File: config.mk
export PLATFORM = sky130hd
export DESIGN_NAME = npcm_dist_unit
export DESIGN_NICKNAME = d
export VERILOG_FILES = /design/src/hdl/npcm_pkg.sv /design/src/hdl/npcm_dist_unit.sv
export SDC_FILE = /design/constraint.sdc
export NUM_CORES = 1
export LEC_CHECK = 0
export ABC_CLOCK_PERIOD_IN_PS = 6300
export BUFFER_PORTS_ARGS = -buffer_cell sky130_fd_sc_hd__clkbuf_2
export CAP_MARGIN = 5
export CORE_MARGIN = 2
export CORE_UTILIZATION = 62
export CTS_BUF_LIST = sky130_fd_sc_hd__clkbuf_4 sky130_fd_sc_hd__clkbuf_8 sky130_fd_sc_hd__clkbuf_16
export DETAILED_ROUTE_END_ITERATION = 16
export PLACE_DENSITY = 0.78
export SYNTH_ARGS = -nofsm -noshare
export SYNTH_HDL_FRONTEND = slang
export SYNTH_SLANG_ARGS = --single-unit
export TNS_END_PERCENT = 30
File: constraint.sdc
create_clock -name clk -period 6.3 [get_ports clk]
set_input_delay 0.315 -clock clk [delete_from_list [all_inputs] [get_ports clk]]
set_output_delay 0.315 -clock clk [all_outputs]
set_load 0.02 [all_outputs]
File: src/hdl/npcm_pkg.sv
// shared constants and types for the nearest palette color mapper
// no dependencies; imported by every module of the block
package npcm_pkg;

  localparam int PALETTE_ENTRIES = 256;
  localparam int ADDR_W = $clog2(PALETTE_ENTRIES);
  localparam int CNT_W  = $clog2(PALETTE_ENTRIES + 1);
  localparam int CH_W   = 8;
  localparam int ENTRY_W = 3 * CH_W;
  localparam int IDX_W  = 8;
  localparam int DIST_W = 18;
  localparam int SQ_W   = 2 * CH_W;

  localparam int CFG_DATA_W  = 9;
  localparam int CFG_INDEX_W = 2;

  localparam logic [CFG_INDEX_W-1:0] CFG_PALETTE_COUNT   = 2'd0;
  localparam logic [CFG_INDEX_W-1:0] CFG_PALETTE_IS_4BIT = 2'd1;
  localparam logic [CFG_INDEX_W-1:0] CFG_FALLBACK_MODE   = 2'd2;
  localparam logic [CFG_INDEX_W-1:0] CFG_PLANE_DEPTH     = 2'd3;

  localparam logic KIND_WRITE = 1'b0;
  localparam logic KIND_PIXEL = 1'b1;

  localparam logic MODE_CHUNKY = 1'b0;
  localparam logic MODE_PLANAR = 1'b1;

  localparam logic [3:0] DEPTH_RESET = 4'd8;

  // one candidate entry handed to the distance unit
  typedef struct packed {
    logic              start;
    logic              valid;
    logic              last;
    logic [ADDR_W-1:0] idx;
  } search_ctl_t;

  // outcome of one search
  typedef struct packed {
    logic              done;
    logic [IDX_W-1:0]  best_idx;
    logic [DIST_W-1:0] best_dist;
  } search_res_t;

endpackage

File: src/hdl/npcm_dist_unit.sv
// shared distance unit: one palette entry per cycle, widen, diff, square-sum, compare
// depends on npcm_pkg; entry data arrives from the palette ram in the cycle after its control
module npcm_dist_unit
  import npcm_pkg::*;
(
  input  logic               clk,
  input  logic               rst,
  input  search_ctl_t        ctl,
  input  logic [ENTRY_W-1:0] entry,
  input  logic [CH_W-1:0]    red,
  input  logic [CH_W-1:0]    green,
  input  logic [CH_W-1:0]    blue,
  input  logic               is_4bit,
  output search_res_t        res
);

  function automatic logic [CH_W-1:0] widen(input logic [CH_W-1:0] p, input logic en);
    widen = en ? (p | (p >> 4)) : p;
  endfunction

  function automatic logic [CH_W-1:0] absdiff(input logic [CH_W-1:0] a,
                                              input logic [CH_W-1:0] b);
    absdiff = (a >= b) ? (a - b) : (b - a);
  endfunction

  // stage 1 aligns with ram read data
  logic              v1, last1;
  logic [ADDR_W-1:0] idx1;
  // stage 2: absolute channel differences
  logic              v2, last2;
  logic [ADDR_W-1:0] idx2;
  logic [CH_W-1:0]   dr2, dg2, db2;
  // stage 3: squared distance
  logic              v3, last3;
  logic [ADDR_W-1:0] idx3;
  logic [DIST_W-1:0] dist3;

  logic [CH_W-1:0] er, eg, eb;
  logic [SQ_W-1:0] sr, sg, sb;

  logic [IDX_W-1:0]  best_idx;
  logic [DIST_W-1:0] best_dist;
  logic              done;

  always_comb begin
    er = widen(entry[3*CH_W-1:2*CH_W], is_4bit);
    eg = widen(entry[2*CH_W-1:CH_W], is_4bit);
    eb = widen(entry[CH_W-1:0], is_4bit);
    sr = dr2 * dr2;
    sg = dg2 * dg2;
    sb = db2 * db2;
  end

  always_ff @(posedge clk) begin
    if (rst) begin
      v1 <= 1'b0;
      v2 <= 1'b0;
      v3 <= 1'b0;
      done <= 1'b0;
    end else begin
      v1 <= ctl.valid;
      v2 <= v1;
      v3 <= v2;
      done <= v3 && last3;
    end
  end

  always_ff @(posedge clk) begin
    last1 <= ctl.last;
    idx1  <= ctl.idx;
    last2 <= last1;
    idx2  <= idx1;
    dr2   <= absdiff(red, er);
    dg2   <= absdiff(green, eg);
    db2   <= absdiff(blue, eb);
    last3 <= last2;
    idx3  <= idx2;
    dist3 <= DIST_W'(sr) + DIST_W'(sg) + DIST_W'(sb);
  end

  // strict less keeps the lowest index on a tie
  always_ff @(posedge clk) begin
    if (ctl.start) begin
      best_dist <= '1;
      best_idx  <= '0;
    end else if (v3 && (dist3 < best_dist)) begin
      best_dist <= dist3;
      best_idx  <= IDX_W'(idx3);
    end
  end

  always_comb begin
    res.done      = done;
    res.best_idx  = best_idx;
    res.best_dist = best_dist;
  end

endmodule

==> results by group <==
Status
  – Status: complete, no violations

Worst setup path
  – Setup crit start kind: flip-flop
  – Worst setup EP type: flip-flop
  – Crit-path most repeated cell: fa_1
  – CP Max Fanout: 10
  – Crit-path cells: nand2_1 > fa_1 > fa_1 > inv_1 > fa_1 > fa_1 > fa_1 > fa_1 > inv_1 > fa_1 > inv_1 > ha_1 > a21oi_1 > nand2_1 > nor3_1 > a21oi_1 > a221o_1 > xor2_1
  – WP data arrival: 6.16 ns
  – Critical Path RT: 6.55 ns
  – Crit path kind: reg -> reg
  – Slowest cell on crit path: fa_1
  – Reg2Reg Depth: 18
  – Max stage delay on crit path: 0.57 ns

Synthesis
  – Yosys top cell by area: fa_1
  – Synth top cells by count: inv_1 (269), ha_1 (143), fa_1 (138)
  – Ys async rst share: 0%
  – Mapped Nets: 1456
  – Syn avg cell area: 9.41 um2
  – EDFF count, synth: 0
  – #FFs+latches synth: 99
  – Sequential area share after synthesis: 18.9%
  – Synth top area share: 26.4%
  – Yosys cell types: 52
  – Synth Warn #: 0
  – Most frequent cell after synthesis: inv_1
  – Netlist Area Pre-Place: 10500 um2
  – Top_reg_cell synth: dfxtp_1
  – Gate count after technology mapping: 1113
  – Largest cells by area after synthesis: fa_1 (26%), dfxtp_1 (19%), ha_1 (17%)

STA
  – Tmin final: 5.92 ns
  – Final Setup Violations: 0
  – Skew final: 0.0116 ns
  – Setup_tns: 0 ns
  – Slew HR: 41.3%
  – RSZ-0062 raised after global routing: false
  – Fmax: 169 MHz
  – Hold violation count in the final report: 0
  – Worst-Margin Slew: 0.880 ns
  – Crit share post-route: 93.9%
  – Final slew viol count: 0

Route
  – Number of DRC markers in iteration 0: 270
  – Drt first pass iters: 5
  – DR vias/cell: 5.14
  – Via total after detailed routing: 7259
  – DRC viols: 0
  – WL per Instance: 13.6 um
  – Antenna Nets Post-Route: 0
  – Drt total wl: 19.3 mm

Clock tree
  – Root Driver: clkbuf_16
  – Sink Count: 99
  – CTS tree: done
  – # hold bufs at CTS: 0
  – Clock slew at reported path FFs: 0.08 ns
  – Clock Latency Late Sink: 0.35 ns
  – H-tree depth: 3
  – Num CTS Buffers: 9
  – Clock Path Buffers: 2

Global routing
  – GRT Total Usage: 23.6%
  – Total grt overflow: 0
  – Vias in the first global route: 7770
  – Initial antenna violation count: 0
  – First-pass GRT wire length: 34.4 mm
  – Largest net degree at the start of global routing: 53

Die
  – Starting Density: 63.4%
  – Core ar.: 16500 um2
  – Core Rows: 47
  – Die area: 17900 um2
  – Die Span X: 134 um
  – Die Y: 134 um
  – Io pins: 89

Place
  – Post-detail-place hpwl: 16.4 mm
  – PortBufs: 88
  – Gpl congestion: 0.850

Hold path
  – Hold path cells: 1
  – Hold Crit Class: in -> reg

Finish
  – # diodes: 0
  – # nets final: 1532
  – Layout cells sized above 1: 10.6%
  – Area grow syn2layout: 8.97%
  – Layout fillers: 1277

Flow run
  – Max cap viols: 0
-- repair_timing --
item / in CTS / in global routing
endpoints found under the setup margin: 0 / 6
buffers inserted: 0 / 0
gates resized for setup: 0 / 7
endpoints found under the hold margin: 0 / 0
-- flip-flops by register name (all words and copies together), names as in the netlist, 8 cells and up --
signal,cells
dist3,18
best_idx,8
dg2,8
idx1,8
best_dist,18
db2,8
idx3,8
idx2,8
dr2,8
-- path summary, 6_finish.rpt --
path	start	to	slack, ns
max	db2[3]$_DFF_P_	dist3[16]$_DFF_P_	0.38
min	ctl[5]	idx1[5]$_DFF_P_	0.06
max reg2reg	db2[3]$_DFF_P_	dist3[16]$_DFF_P_	0.38
min reg2reg	idx2[4]$_DFF_P_	idx3[4]$_DFF_P_	0.33
-- through the flow --
stage / worst slack (ns) / instances / hold slack [ns] / area [um2] / util (%)
after detailed placement: 0.232 / 1398 / 0.312 / 11100 / 67.2
after CTS: 0.212 / 1413 / 0.0525 / 11400 / 69.0
final: 0.382 / 1413 / 0.0623 / 11400 / 69.1
after floorplan: 0.661 / 1113 / 0.310 / 10500 / -
after global placement: 0.398 / 1398 / 0.310 / 11100 / 67.2
after global routing: 0.0338 / 1413 / 0.0454 / 11400 / 69.1
-- cell usage in the layout, fill, tap and decap left out, types with 3 or more instances in the layout --
| cell type | n |
|---|---|
| fa_1 | 138 |
| or2_2 | 4 |
| nand2_1 | 39 |
| dfxtp_2 | 6 |
| and3_1 | 8 |
| nor3_1 | 9 |
| a21oi_1 | 36 |
| nor2b_1 | 17 |
| mux2i_1 | 45 |
| clkbuf_16 | 9 |
| ha_1 | 143 |
| inv_1 | 269 |
| o21ai_0 | 13 |
| xor2_1 | 12 |
| a211oi_1 | 3 |
| nand4_1 | 9 |
| a21o_1 | 32 |
| nand2b_1 | 17 |
| o21a_1 | 3 |
| xnor2_1 | 23 |
| clkbuf_2 | 88 |
| buf_4 | 5 |
| dfxtp_1 | 93 |
| a31oi_1 | 3 |
| nor2_1 | 59 |
| nand3_1 | 10 |
| and2_1 | 57 |
| inv_6 | 3 |
-- final cells by class --
cell class	instances	area (um2)	area share [%]
Inverter	269	1010	8.85
Timing Repair Buffer	93	478	4.19
Multi-Input combinational cell	717	7360	64.5
Sequential cell	99	1990	17.4
Tap cell	220	275	2.41
Clock buffer	9	225	1.97
Clock inverter	6	72.6	0.636
-- per-layer routing --
layer	global-route usage, %	vias to the layer above	part of all wire [%]
li1	-	3596	-
met1	30.3	3496	43
met2	41.7	139	51
met3	3.59	28	3.8
met4	6.44	0	1.9
met5	0	-	0
-- critical path: cells and delay by family (launching register included) --
kind / cells / cell delay (ns)
xor gates and xnor gates: 1 / 0.14
DFF: 1 / 0.56
and+or+nand+nor: 3 / 0.42
AOI/OAI and AO/OA: 3 / 0.71
buffers and inverters: 3 / 0.14
adders and majority gates: 8 / 3.85
-- cell families after synthesis --
group | synth area share [%]
XOR/XNOR | 2.93
buffers and inverters | 10.9
multiplexers | 4.62
AO/OA/AOI/OAI | 7.73
AND/OR/NAND/NOR | 11.4
adder cells (fa/ha/maj) | 43.5
flip-flops | 18.9
Power is not shown: default switching activity piles up to over one toggle a cycle in this logic, so the estimate is an artifact.
