===== config.mk =====
export PLATFORM = sky130hd
export DESIGN_NAME = npcm_quantizer
export DESIGN_NICKNAME = d
export VERILOG_FILES = /design/src/hdl/npcm_pkg.sv /design/src/hdl/npcm_quantizer.sv
export SDC_FILE = /design/constraint.sdc
export NUM_CORES = 1
export LEC_CHECK = 0
export BUFFER_PORTS_ARGS = -buffer_cell sky130_fd_sc_hd__buf_2
export CAP_MARGIN = 20
export CORE_ASPECT_RATIO = 2
export CORE_MARGIN = 3
export CORE_UTILIZATION = 30
export DETAILED_ROUTE_END_ITERATION = 12
export SLEW_MARGIN = 20
export SYNTH_ARGS = -nofsm -noshare
export SYNTH_HDL_FRONTEND = slang
export SYNTH_SLANG_ARGS = --single-unit

===== constraint.sdc =====
create_clock -name vclk -period 14.7
set_clock_uncertainty 0.1 [all_clocks]
set_input_delay 2.94 -clock vclk [all_inputs]
set_output_delay 2.94 -clock vclk [all_outputs]
set_load 0.02 [all_outputs]

===== src/hdl/npcm_pkg.sv =====
// shared constants and types for the nearest palette color mapper
// no dependencies; imported by every module of the block
package npcm_pkg;

  localparam int PALETTE_ENTRIES = 256;
  localparam int ADDR_W = $clog2(PALETTE_ENTRIES);
  localparam int CNT_W  = $clog2(PALETTE_ENTRIES + 1);
  localparam int CH_W   = 8;
  localparam int ENTRY_W = 3 * CH_W;
  localparam int IDX_W  = 8;
  localparam int DIST_W = 18;
  localparam int SQ_W   = 2 * CH_W;

  localparam int CFG_DATA_W  = 9;
  localparam int CFG_INDEX_W = 2;

  localparam logic [CFG_INDEX_W-1:0] CFG_PALETTE_COUNT   = 2'd0;
  localparam logic [CFG_INDEX_W-1:0] CFG_PALETTE_IS_4BIT = 2'd1;
  localparam logic [CFG_INDEX_W-1:0] CFG_FALLBACK_MODE   = 2'd2;
  localparam logic [CFG_INDEX_W-1:0] CFG_PLANE_DEPTH     = 2'd3;

  localparam logic KIND_WRITE = 1'b0;
  localparam logic KIND_PIXEL = 1'b1;

  localparam logic MODE_CHUNKY = 1'b0;
  localparam logic MODE_PLANAR = 1'b1;

  localparam logic [3:0] DEPTH_RESET = 4'd8;

  // one candidate entry handed to the distance unit
  typedef struct packed {
    logic              start;
    logic              valid;
    logic              last;
    logic [ADDR_W-1:0] idx;
  } search_ctl_t;

  // outcome of one search
  typedef struct packed {
    logic              done;
    logic [IDX_W-1:0]  best_idx;
    logic [DIST_W-1:0] best_dist;
  } search_res_t;

endpackage


===== src/hdl/npcm_quantizer.sv =====
// fallback quantizer used when no palette is loaded: 3-3-2 chunky or depth-based planar
// depends on npcm_pkg
module npcm_quantizer
  import npcm_pkg::*;
(
  input  logic [CH_W-1:0]  red,
  input  logic [CH_W-1:0]  green,
  input  logic [CH_W-1:0]  blue,
  input  logic             mode,
  input  logic [3:0]       depth,
  output logic [IDX_W-1:0] color_index
);

  logic [3:0]      d;
  logic [2:0]      sh;
  logic [2:0]      r_sh, g_sh;
  logic [15:0]     rr, gg, bb, mix;
  logic [IDX_W:0]  lim;
  logic [IDX_W-1:0] planar;

  always_comb begin
    if (depth == 4'd0) begin
      d = 4'd1;
    end else if (depth > 4'd8) begin
      d = 4'd8;
    end else begin
      d = depth;
    end
    sh = 3'(4'd8 - d);
    // shift amounts 2d/3 and d/3 for depths one to eight
    case (d)
      4'd1:    begin r_sh = 3'd0; g_sh = 3'd0; end
      4'd2:    begin r_sh = 3'd1; g_sh = 3'd0; end
      4'd3:    begin r_sh = 3'd2; g_sh = 3'd1; end
      4'd4:    begin r_sh = 3'd2; g_sh = 3'd1; end
      4'd5:    begin r_sh = 3'd3; g_sh = 3'd1; end
      4'd6:    begin r_sh = 3'd4; g_sh = 3'd2; end
      4'd7:    begin r_sh = 3'd4; g_sh = 3'd2; end
      default: begin r_sh = 3'd5; g_sh = 3'd2; end
    endcase
    rr  = {8'd0, red >> sh} << r_sh;
    gg  = {8'd0, green >> sh} << g_sh;
    bb  = {8'd0, blue >> sh};
    mix = rr | gg | bb;
    lim = (9'd1 << d) - 9'd1;
    planar = ({1'b0, mix[IDX_W-1:0]} > lim) ? lim[IDX_W-1:0] : mix[IDX_W-1:0];
    color_index = (mode == MODE_CHUNKY) ? {red[7:5], green[7:5], blue[7:6]} : planar;
  end

endmodule


==> metrics list, run 1 <==
* Global-route congestion overflow total: 0
- Sorting the synthesized cells by how often they occur yields 37 x sky130_fd_sc_hd__nand2_1, 28 x sky130_fd_sc_hd__nor2_1, 21 x sky130_fd_sc_hd__o21ai_0, 17 x sky130_fd_sc_hd__a21oi_1, 15 x sky130_fd_sc_hd__ha_1.
* Launch instance of the worst min-delay path: blue[6]
* Max-cap violations: 0
- Die outline height: 121 um
* Count of unresolved DRC violations after routing: 0
- Yosys warning total: 0
- Maximum number of pins on one net before global-route repair: 25
* Total GRT Usage: 21.4%
- The first detailed-routing pass ran for 5 iterations.
- The run finished with clean final reports.
- The net count of the finished layout is 359.
- Vias per inst: 6.44
* Setup-violating endpoint count in the final report: 0
* Static Leakage: 0.857 nW
- In this run, the number of DRC markers left after iteration 0 of detailed routing was 255.
- The worst pin sits at a relative slew slack of 35.3%.
- Leading post-synthesis cells by cell area: sky130_fd_sc_hd__ha_1 9.5%, sky130_fd_sc_hd__nand2_1 7.0%, sky130_fd_sc_hd__nor2_1 5.3%
- Number of pins exceeding their max-slew limit in the final report: 0
- Horizontal extent of the die: 63.5 um
* Hold buffer count at CTS: 0
- Across the whole layout, storage elements account for 0 um^2.
- The worst hold path passes through 3 cells.
- For the pin with the worst max-slew slack, the measured transition is 0.964 ns.
- Hold Crit Endpoint: color_index[0]
* CP endpoint kind: primary output
- Count of sequential standard cells: 0
- The floorplan has 41 rows.
- The core region is 6360 um^2.
* Start-to-end type of the worst setup path: in2out
* DRT antenna net count: 0
* CP arrival: 8.41 ns
- The clock buffers instantiated in the layout total 0.
- The via count of the first global-routing pass is 2536.
- The congestion estimate from routability-driven global placement came to 1.00.
* Mean routed wirelength per cell: 21.0 um
- Fill cells in the final layout number 727.
* Final core utilization: 34.2%
- For the worst setup path, the data required time is 11.66 ns.
- The mapped netlist covers 1980 um^2.
* Worst hold path type: in2out
- Most common cell in the synthesized netlist: sky130_fd_sc_hd__nand2_1
- Setup total negative slack on the finished layout was measured at 0 ns.
* Floorplan die area: 7670 um^2
- Summing all multi-input logic gate instances after layout gives 1830 um^2.
* Portion of the clock cycle consumed by the worst path in the final layout: 77.9%
- First-pass GRT wire length: 13000 um
- Routed WL: 8380 um
* Unrepaired setup endpoints after global routing: no
- Number of standard cells after synthesis: 296
- Of the post-synthesis cell area, the dominant cell type holds 9.48%.
* Largest area contributor in the netlist: sky130_fd_sc_hd__ha_1
- Port buffer count: 37
- Total of cells resized after clock tree synthesis: 0
- Finished Layout Cells: 399
* Count of cell types in the netlist: 63
* Final hold vios: 0
* Mean Syn Cell Area: 6.69 um^2
- Placed instance count: 399
- In this run the worst path has a maximum fanout of 24.
* Critical Path Source Type: input port
- Synthesis produced a netlist with a net count of 340.
- PwrDens: 62.8 nW/um^2
- Growth of design area from synthesis to finish: 9.85%
- For this configuration, the core starts out at a cell density of 31.1%.
- VDD sags by at most 0.0265 mV.
- The initial antenna violation count was 0.
- Cells with a size suffix above 1 make up 19.2% of the layout.
* Number of antenna cells inserted: 0
* Post-synthesis sequential area ratio: 0%
- Half-perimeter wire length of the detailed placement result: 6830 um
- During I/O placement, the number of pins put on the boundary was 37.
* Highest clock rate: 0.0874 GHz
- For the finished layout, the period the worst path requires is 11.45 ns.
- Vias after detailed routing: 2569
* Post-CTS setup buffer count: 0
==> cell families (layout without fill, tap and decap cells) <==
kind of cell | Yosys count | after routing | share of synthesized area, %
AND/OR/NAND/NOR | 105 | 105 | 25.0
multiplexers | 20 | 20 | 13.2
AO/OA/AOI/OAI | 121 | 121 | 43.6
XOR/XNOR | 3 | 3 | 1.33
adder cells (fa/ha/maj) | 15 | 15 | 9.48
buffers and inverters | 32 | 49 | 7.39
==> cell type report <==
type	instances	area share (%)
multi-input cells	264	84.3
repair buffers	38	8.86
inverters	11	1.90
well taps	86	4.95
==> placed cells by master, fill, tap and decap left out, types with 7 or more instances in the layout <==
cell and n:
sky130_fd_sc_hd__a21oi_1 17, sky130_fd_sc_hd__a31oi_1 7, sky130_fd_sc_hd__a32oi_1 11, sky130_fd_sc_hd__buf_2 37
sky130_fd_sc_hd__ha_1 15, sky130_fd_sc_hd__inv_1 8, sky130_fd_sc_hd__mux2i_1 10, sky130_fd_sc_hd__nand2_1 37
sky130_fd_sc_hd__nor2_1 28, sky130_fd_sc_hd__nor2b_1 8, sky130_fd_sc_hd__nor3_1 9, sky130_fd_sc_hd__o211ai_1 9
sky130_fd_sc_hd__o21ai_0 21, sky130_fd_sc_hd__o22ai_1 11
==> metal layers <==
metal / track usage (%) / wire [um]
met1: 21.0 / 2770
met2: 38.8 / 4250
met3: 2.32 / 495
met4: 18.5 / 871
met5: 0 / 0
==> worst max-delay path, cell delays in order <==
cell and delay, ns:
sky130_fd_sc_hd__buf_2 0.20, sky130_fd_sc_hd__o21bai_4 0.28, sky130_fd_sc_hd__nand2_4 0.20, sky130_fd_sc_hd__ha_1 0.31, sky130_fd_sc_hd__ha_1 0.85, sky130_fd_sc_hd__clkinv_1 0.50
sky130_fd_sc_hd__a311o_1 0.44, sky130_fd_sc_hd__a32oi_1 0.28, sky130_fd_sc_hd__o21ai_0 0.13, sky130_fd_sc_hd__a21o_1 0.21, sky130_fd_sc_hd__ha_1 0.31, sky130_fd_sc_hd__nor2b_1 0.13
sky130_fd_sc_hd__o21a_1 0.16, sky130_fd_sc_hd__o21ai_0 0.15, sky130_fd_sc_hd__a21oi_1 0.13, sky130_fd_sc_hd__o221ai_1 0.46, sky130_fd_sc_hd__and2_1 0.37, sky130_fd_sc_hd__a31oi_1 0.16
sky130_fd_sc_hd__buf_2 0.19
==> how the worst max path moves through the flow <==
stage	from	end	slack, ns	cells past startpoint
global route	depth[2]	color_index[1]	2.82	19
CTS	depth[2]	color_index[7]	3.33	19
floorplan	depth[2]	color_index[1]	4.28	23
finish	depth[2]	color_index[7]	3.25	19
detailed placement	depth[2]	color_index[7]	3.36	19
global placement	depth[2]	color_index[7]	3.41	19
==> per-stage QoR <==
| stage | setup slack (ns) | hold slack [ns] | power (mW) | area, um^2 |
|---|---|---|---|---|
| after floorplan | 4.28 | 5.98 | 0.0968 | 1980 |
| after CTS | 3.33 | 6.20 | 0.134 | 2180 |
| final | 3.25 | 6.20 | 0.137 | 2180 |
| after detailed placement | 3.36 | 6.20 | 0.134 | 2180 |
| after global routing | 2.82 | 6.21 | 0.149 | 2180 |
| after global placement | 3.41 | 6.19 | 0.134 | 2180 |
==> power by group <==
group,switching (mW),leakage [nW],internal [mW]
logic,0.0864,0.857,0.0502
registers,0,0,0
clock network,0,0,0
total,0.0864,0.857,0.0502
(Power assumes the default switching activity.)
==> inputs of run 2 (changes only) <==
- ABC_AREA: default -> 1
- clock period: 14.7 -> 10.8 ns (I/O delays scaled with it)
==> run 2 against run 1 <==
- power is 44% higher
- flip-flop and latch count stayed put
- via count is 4.0% higher
- synthesized area is 3.3% higher
- worst hold slack worse by 1.6 ns
- first-iteration DRC count is 64% lower
- cell area is 3.3% higher
- critical path depth is 5 higher
- largest power group unchanged
- critical endpoint is now color_index[1]
- die area is 3.0% higher
- utilization is 0.25 points lower
==> metrics list, run 2 <==
* Maximum number of pins on one net before global-route repair: 42
- Syn Std Cell Area: 2050 um^2
- The floorplan step defined a die boundary enclosing 7910 um^2.
- Initial antenna violation count: 0
- Placed instance count: 508
* Critical Path Source Type: input port
- Global routing used 0.824% of the available met3 tracks.
- Area share of xor/xnor cells in the synthesized design: 1.71%
- Growth of design area from synthesis to finish: 9.91%
- The portion of synthesized area spent on multiplexers is 0%.
- The finished layout holds 508 standard cells, fillers aside.
- The Yosys step of the flow raised 0 warnings.
- The layer flagged by global routing as most heavily used is met2.
* Cell-internal power: 64.8 uW
- Yosys top cell area share: 24.4%
* Post-Place Cell Area: 2250 um^2
- The synthesized netlist devotes 9.17% of its cell area to adder and majority cells.
* Weighted congestion at the end of routability-driven global placement: 0.977
- The finished cells cover 2250 um^2.
* Vias after detailed routing: 2671
* Compound-gate portion of the synthesized area: 13.9%
- Registers are responsible for 0% of the overall power.
- Cells fill 34.0% of the core in the end.
- Met2 capacity usage during global routing: 35.0%
* Number of pins exceeding their max-slew limit in the final report: 0
* Total GRT Usage: 17.8%
* Combinational family with the most area after synthesis: simple AND/OR/NAND/NOR gates
- PwrDens: 87.7 nW/um^2
- Global-route congestion overflow total: 0
* Clkbuf count: 0
- In this run, post-CTS hold repair placed 0 buffers.
* Count of sequential standard cells: 0
* Clock share of power: 0%
- Result of the run: complete, no violations
* Post-synthesis sequential area ratio: 0%
- Post-CTS setup buffer count: 0
- Mean Syn Cell Area: 5.14 um^2
- Setup TNS after final layout: 0 ns
* First-pass GRT wire length: 11400 um
- Final nets: 466
* IO Count: 37
- In this run the core area contains 42 standard-cell rows.
- Setup repair after global routing left no endpoint under its margin.
- Of the cells placed in the final design, the portion with a size suffix greater than 1 is 15.0%.
- Total of cells resized after clock tree synthesis: 0
- Routed WL: 7050 um
- Highest clock rate: 0.106 GHz
- Length of the first detailed-routing pass in iterations: 4
- The worst pin sits at a relative slew slack of 52.1%.
- During placement, the flow inserted port buffers numbering 37.
* Count of cell types in the netlist: 37
- In this run the remaining antenna-violating nets after routing total 0.
- Once the floorplan was initialized, standard cells occupied 30.9% of the core.
- Setup-violating endpoint count in the final report: 0
- Leading post-synthesis cells by cell area: sky130_fd_sc_hd__nand2_1 24%, sky130_fd_sc_hd__nand3_1 21%, sky130_fd_sc_hd__ha_1 9.2%
- sky130_fd_sc_hd__nand2_1 takes more of the synthesized area than any other cell.
- Total power for the finished layout comes to 197 uW.
* Synthesized-area fraction occupied by and/or/nand/nor cells: 61.8%
- CP arrival: 7.20 ns
- Shortest period the worst path allows: 9.46 ns
- The number of nets in the synthesized netlist is 442.
- In this run the worst path has a maximum fanout of 41.
* Iteration-0 DRC Markers: 92
- Most common cell in the synthesized netlist: sky130_fd_sc_hd__nand2_1
* Die outline height: 123 um
- Max-cap violations: 0
* Total area of sequential cells: 0 um^2
- Vias per inst: 5.26
- Post-place setup slack: 1.40 ns
* Ranking of synthesized cells by instance count: 133 x sky130_fd_sc_hd__nand2_1, 87 x sky130_fd_sc_hd__nand3_1, 43 x sky130_fd_sc_hd__inv_1, 21 x sky130_fd_sc_hd__nor2_1, 17 x sky130_fd_sc_hd__o21ai_0
- Hold timing on the final database bottoms out at a slack of 4.58 ns.
* GR Util met1: 17.4%
- Dividing the detail-routed wire length by the instance count gives 13.9 um.
- Switching power share of the total: 67.1%
- Maximum ir drop on the vdd rail: 0.0226 mV
- For this run, design rule violations remaining after detail routing come to 0.
- Area of the core: 6620 um^2
- The number of failing hold endpoints at the final stage came to 0.
- Combinational cell fraction of total power: 100.0%
* Half-perimeter wire length of the detailed placement result: 6060 um
- The via count of the first global-routing pass came to 2532.
- STA classifies the critical path endpoint as a primary output.
- Slew @ Worst Pin: 0.717 ns
* Static Leakage: 1.24 nW
- Number of standard cells after synthesis: 398
- Horizontal extent of the die: 64.4 um
- The worst hold path belongs to the class in2out.
- The worst path meets setup with 1.34 ns of slack.
* Number of antenna cells inserted: 0
- STA puts the critical path data required time at 8.54 ns.
* Most frequent cells in the layout: 133 x sky130_fd_sc_hd__nand2_1, 87 x sky130_fd_sc_hd__nand3_1, 43 x sky130_fd_sc_hd__inv_1
* Most frequent standard cell in the layout excluding fill and tap cells: sky130_fd_sc_hd__nand2_1
* Net switching power: 132 uW
* Start-to-end type of the worst setup path: in2out
* Portion of the clock cycle consumed by the worst path in the final layout: 87.5%
[run 2: cell types whose count changed in the layout (fill, tap and decap cells not counted), sizes merged, moves of 6 or more]
| cell | previous run | this run |
|---|---|---|
| mux2i | 10 | 0 |
| mux2 | 6 | 0 |
| o22ai | 11 | 1 |
| inv | 10 | 44 |
| nor3 | 9 | 1 |
| nand2 | 38 | 142 |
| a32oi | 12 | 0 |
| nand4 | 3 | 11 |
| nand3 | 5 | 89 |
| a21oi | 17 | 9 |
| nor2b | 8 | 0 |
| a31oi | 7 | 0 |
[run 2: power by group through the flow]
stage / Combinational, mW / Clock (mW) / Sequential (mW)
after floorplan: 0.147 / 0 / 0
after global placement: 0.194 / 0 / 0
after detailed placement: 0.195 / 0 / 0
after CTS: 0.196 / 0 / 0
after global routing: 0.223 / 0 / 0
final: 0.197 / 0 / 0
[run 2: routing by layer]
layer	wire, um	share of wire (%)	vias up
met5	0	0	-
met4	534	7.6	0
met3	269	3.8	28
met2	3850	55	87
met1	2400	34	1192
li1	-	-	1364
[run 2: path summary, 6_finish.rpt]
check | end | slack [ns] | start | depth (start not counted)
setup / recovery | color_index[1] | 1.34 | depth[1] | 24
hold / removal | color_index[6] | 4.58 | red[6] | 4
[run 2: cells by family after synthesis]
logic type               count (synthesis)
XOR/XNOR                                 4
AO/OA/AOI/OAI                           43
adder cells (fa/ha/maj)                 15
AND/OR/NAND/NOR                        274
buffers and inverters                   62
[run 2: cell type report]
type,count,area (um^2)
Multi-Input combinational cell,336,1770
Inverter,46,173
Fill cell,795,4370
Timing Repair Buffer,38,193
Tap cell,88,110
[run 2: worst max-delay path: stages]
cell                       delay, ns
sky130_fd_sc_hd__buf_2          0.12
sky130_fd_sc_hd__o21ai_4        0.30
sky130_fd_sc_hd__nand2_4        0.31
sky130_fd_sc_hd__ha_1           0.35
sky130_fd_sc_hd__ha_1           0.54
sky130_fd_sc_hd__clkinv_1       0.68
sky130_fd_sc_hd__nand3_1        0.34
sky130_fd_sc_hd__nand2_1        0.10
sky130_fd_sc_hd__nand2_1        0.09
sky130_fd_sc_hd__nand2_1        0.07
sky130_fd_sc_hd__nand3_1        0.14
sky130_fd_sc_hd__nand3_1        0.09
sky130_fd_sc_hd__ha_1           0.34
sky130_fd_sc_hd__nand2_1        0.06
sky130_fd_sc_hd__nand3b_1       0.17
sky130_fd_sc_hd__o311ai_1       0.24
sky130_fd_sc_hd__nand2_1        0.31
sky130_fd_sc_hd__inv_1          0.25
sky130_fd_sc_hd__nand2_1        0.15
sky130_fd_sc_hd__nand2_1        0.09
sky130_fd_sc_hd__inv_1          0.04
sky130_fd_sc_hd__nand2_1        0.05
sky130_fd_sc_hd__nand2_1        0.04
sky130_fd_sc_hd__buf_2          0.15
==> inputs of run 3 (changes only) <==
- CORE_ASPECT_RATIO: 2 -> default
- CORE_MARGIN: 3 -> default
- PLACE_DENSITY: default -> 0.44
==> run 3 against run 2 <==
- global-route usage grew 0.97 points
- first-iteration DRC count grew 59%
- wire length shrank 5.8%
- flip-flop and latch count is the same
- die area shrank 9.5%
- combinational power shrank 2%
- power shrank 2.4%
- maximum frequency grew 1.0%
- cell area shrank 0.61%
- worst setup slack gained 0.095 ns
- non-clock buffer count is the same
- critical path depth is the same
- critical endpoint unchanged
- largest power group unchanged
==> metrics list, run 3 (synthesized netlist as in run 2, its figures left out) <==
- Final core utilization: 34.6%
- Initial antenna violation count: 0
- For this block, the routed nets add up to 6650 um of wire.
* Worst rel slew slack: 51.1%
- In this run the power density over the cells is 86.2 nW/um^2.
* Shortest period the worst path allows: 9.36 ns
- Of the cells placed in the final design, the portion with a size suffix greater than 1 is 15.0%.
* Mean routed wirelength per cell: 13.4 um
- WP data required: 8.54 ns
* Count of sequential standard cells: 0
* Iteration-0 DRC Markers: 146
- Vias after detailed routing: 2577
* Library cell appearing most often on the critical path: sky130_fd_sc_hd__nand2_1
- In the layout the commonest cells are 133 x sky130_fd_sc_hd__nand2_1, 87 x sky130_fd_sc_hd__nand3_1, 43 x sky130_fd_sc_hd__inv_1.
- Half-perimeter wire length of the detailed placement result: 5400 um
- The tightest min-delay check is of the in2out type.
* Number of pins exceeding their max-slew limit in the final report: 0
- Setup TNS after final layout: 0 ns
* Floorplan die area: 7150 um^2
* Die outline height: 84.6 um
- Crit path max-delay family: simple AND/OR/NAND/NOR gates
- Global routing used 18.8% of the available tracks.
* Unrepaired setup endpoints after global routing: no
- STA classifies the critical path startpoint as an input port.
- VDD sags by at most 0.0253 mV.
- In the finished layout, the clock tree contains a buffer count of 0.
- Count of unresolved DRC violations after routing: 0
- The critical path is of the in2out type.
- STA classifies the critical path endpoint as a primary output.
- Critical Path Source: depth[2]
- 0 antenna diodes ended up in the layout.
- Maximum number of pins on one net before global-route repair: 42
- For this run, the post-layout net count is 466.
- Row generation in the floorplan step produced 29 rows.
* Post-place setup slack: 1.50 ns
- The number of buffers and inverters on the critical path is 5.
- Static Leakage: 1.24 nW
* Area of the core: 6460 um^2
* Most frequent standard cell in the layout excluding fill and tap cells: sky130_fd_sc_hd__nand2_1
* Setup-violating endpoint count in the final report: 0
- In this run the number of cells on the critical path is 24.
* DRT antenna net count: 0
- Weighted congestion at the end of routability-driven global placement: 0.900
- Growth of design area from synthesis to finish: 9.24%
- Number of global-route vias before repair: 2410
- Max-cap violations: 0
- Setup slack after layout: 1.44 ns
- Dividing the detail-routed via count by the number of cells gives 5.19.
* Highest clock rate: 0.107 GHz
- CP max stage delay: 0.71 ns
* Result of the run: complete, no violations
- Hold buffer count at CTS: 0
- Portion of the clock cycle consumed by the worst path in the final layout: 86.7%
- First-pass GRT wire length: 11200 um
- The number of failing hold endpoints at the final stage came to 0.
* Cells traversed along the worst timing path: buf_2, o21ai_4, nand2_4, ha_1, ha_1, clkinv_1, nand3_1, nand2_1, nand2_1, nand2_1, nand3_1, nand3_1, ha_1, nand2_1, nand3b_1, o311ai_1, nand2_1, inv_1, nand2_1, nand2_1, inv_1, nand2_1, nand2_1, buf_2
- Once the clock tree was built, the resizer swapped 0 gates to a different size.
* Maximum fanout along the worst path: 41
- During I/O placement, the number of pins put on the boundary was 37.
- Port buffer count: 37
- The number of setup buffers added after CTS is 0.
* Total area of sequential cells: 0 um^2
* Worst setup path endpoint: color_index[1]
- Horizontal extent of the die: 84.6 um
- Initial core utilization: 31.7%
- After global routing the overflow that remains totals 0.
- For the worst setup path, the data arrival time is 7.10 ns.
* Slew @ Worst Pin: 0.729 ns
- Among all stages on the critical path, the largest delay is contributed by sky130_fd_sc_hd__clkinv_1.
- Length of the first detailed-routing pass in iterations: 6
run 3: cell counts in the layout (fill, tap and decap cells not counted):
No cell type changed its count.
run 3: per-layer routing:
metal	vias to the layer above	global-route usage, %	part of all wire [%]
met4	0	3.85	2.1
met5	-	0	0
met2	68	33.3	46
li1	1362	-	-
met1	1137	25.6	48
met3	10	0.0983	3.6
run 3: worst min-delay path by stage:
| stage | startpoint | end | slack, ns | cells past startpoint |
|---|---|---|---|---|
| global route | red[5] | color_index[5] | 4.64 | 4 |
| finish | blue[7] | color_index[1] | 4.59 | 4 |
| detailed placement | red[6] | color_index[6] | 4.59 | 4 |
| CTS | blue[7] | color_index[1] | 4.59 | 4 |
| floorplan | blue[7] | color_index[1] | 4.39 | 2 |
| global placement | blue[7] | color_index[1] | 4.58 | 4 |
run 3: layout make-up:
| type | instances | area [um^2] |
|---|---|---|
| Timing Repair Buffer | 38 | 193 |
| Multi-Input combinational cell | 336 | 1770 |
| Fill cell | 761 | 4220 |
| Inverter | 46 | 173 |
| Tap cell | 77 | 96.3 |
run 3: per-stage QoR:
step           instance area [um^2]  power, mW  hold WS (ns)  instances
2_1_floorplan                  2050      0.147          4.39        398
3_3_place_gp                   2230      0.193          4.58        497
3_5_place_dp                   2230      0.191          4.59        497
4_1_cts                        2230      0.192          4.59        497
5_1_grt                        2230      0.218          4.64        497
6_report                       2230      0.193          4.59        497
run 3: report_power, final:
part | total, mW | internal, mW | switching, mW
combinational | 0.193 | 0.0646 | 0.128
sequential | 0 | 0 | 0
clock | 0 | 0 | 0
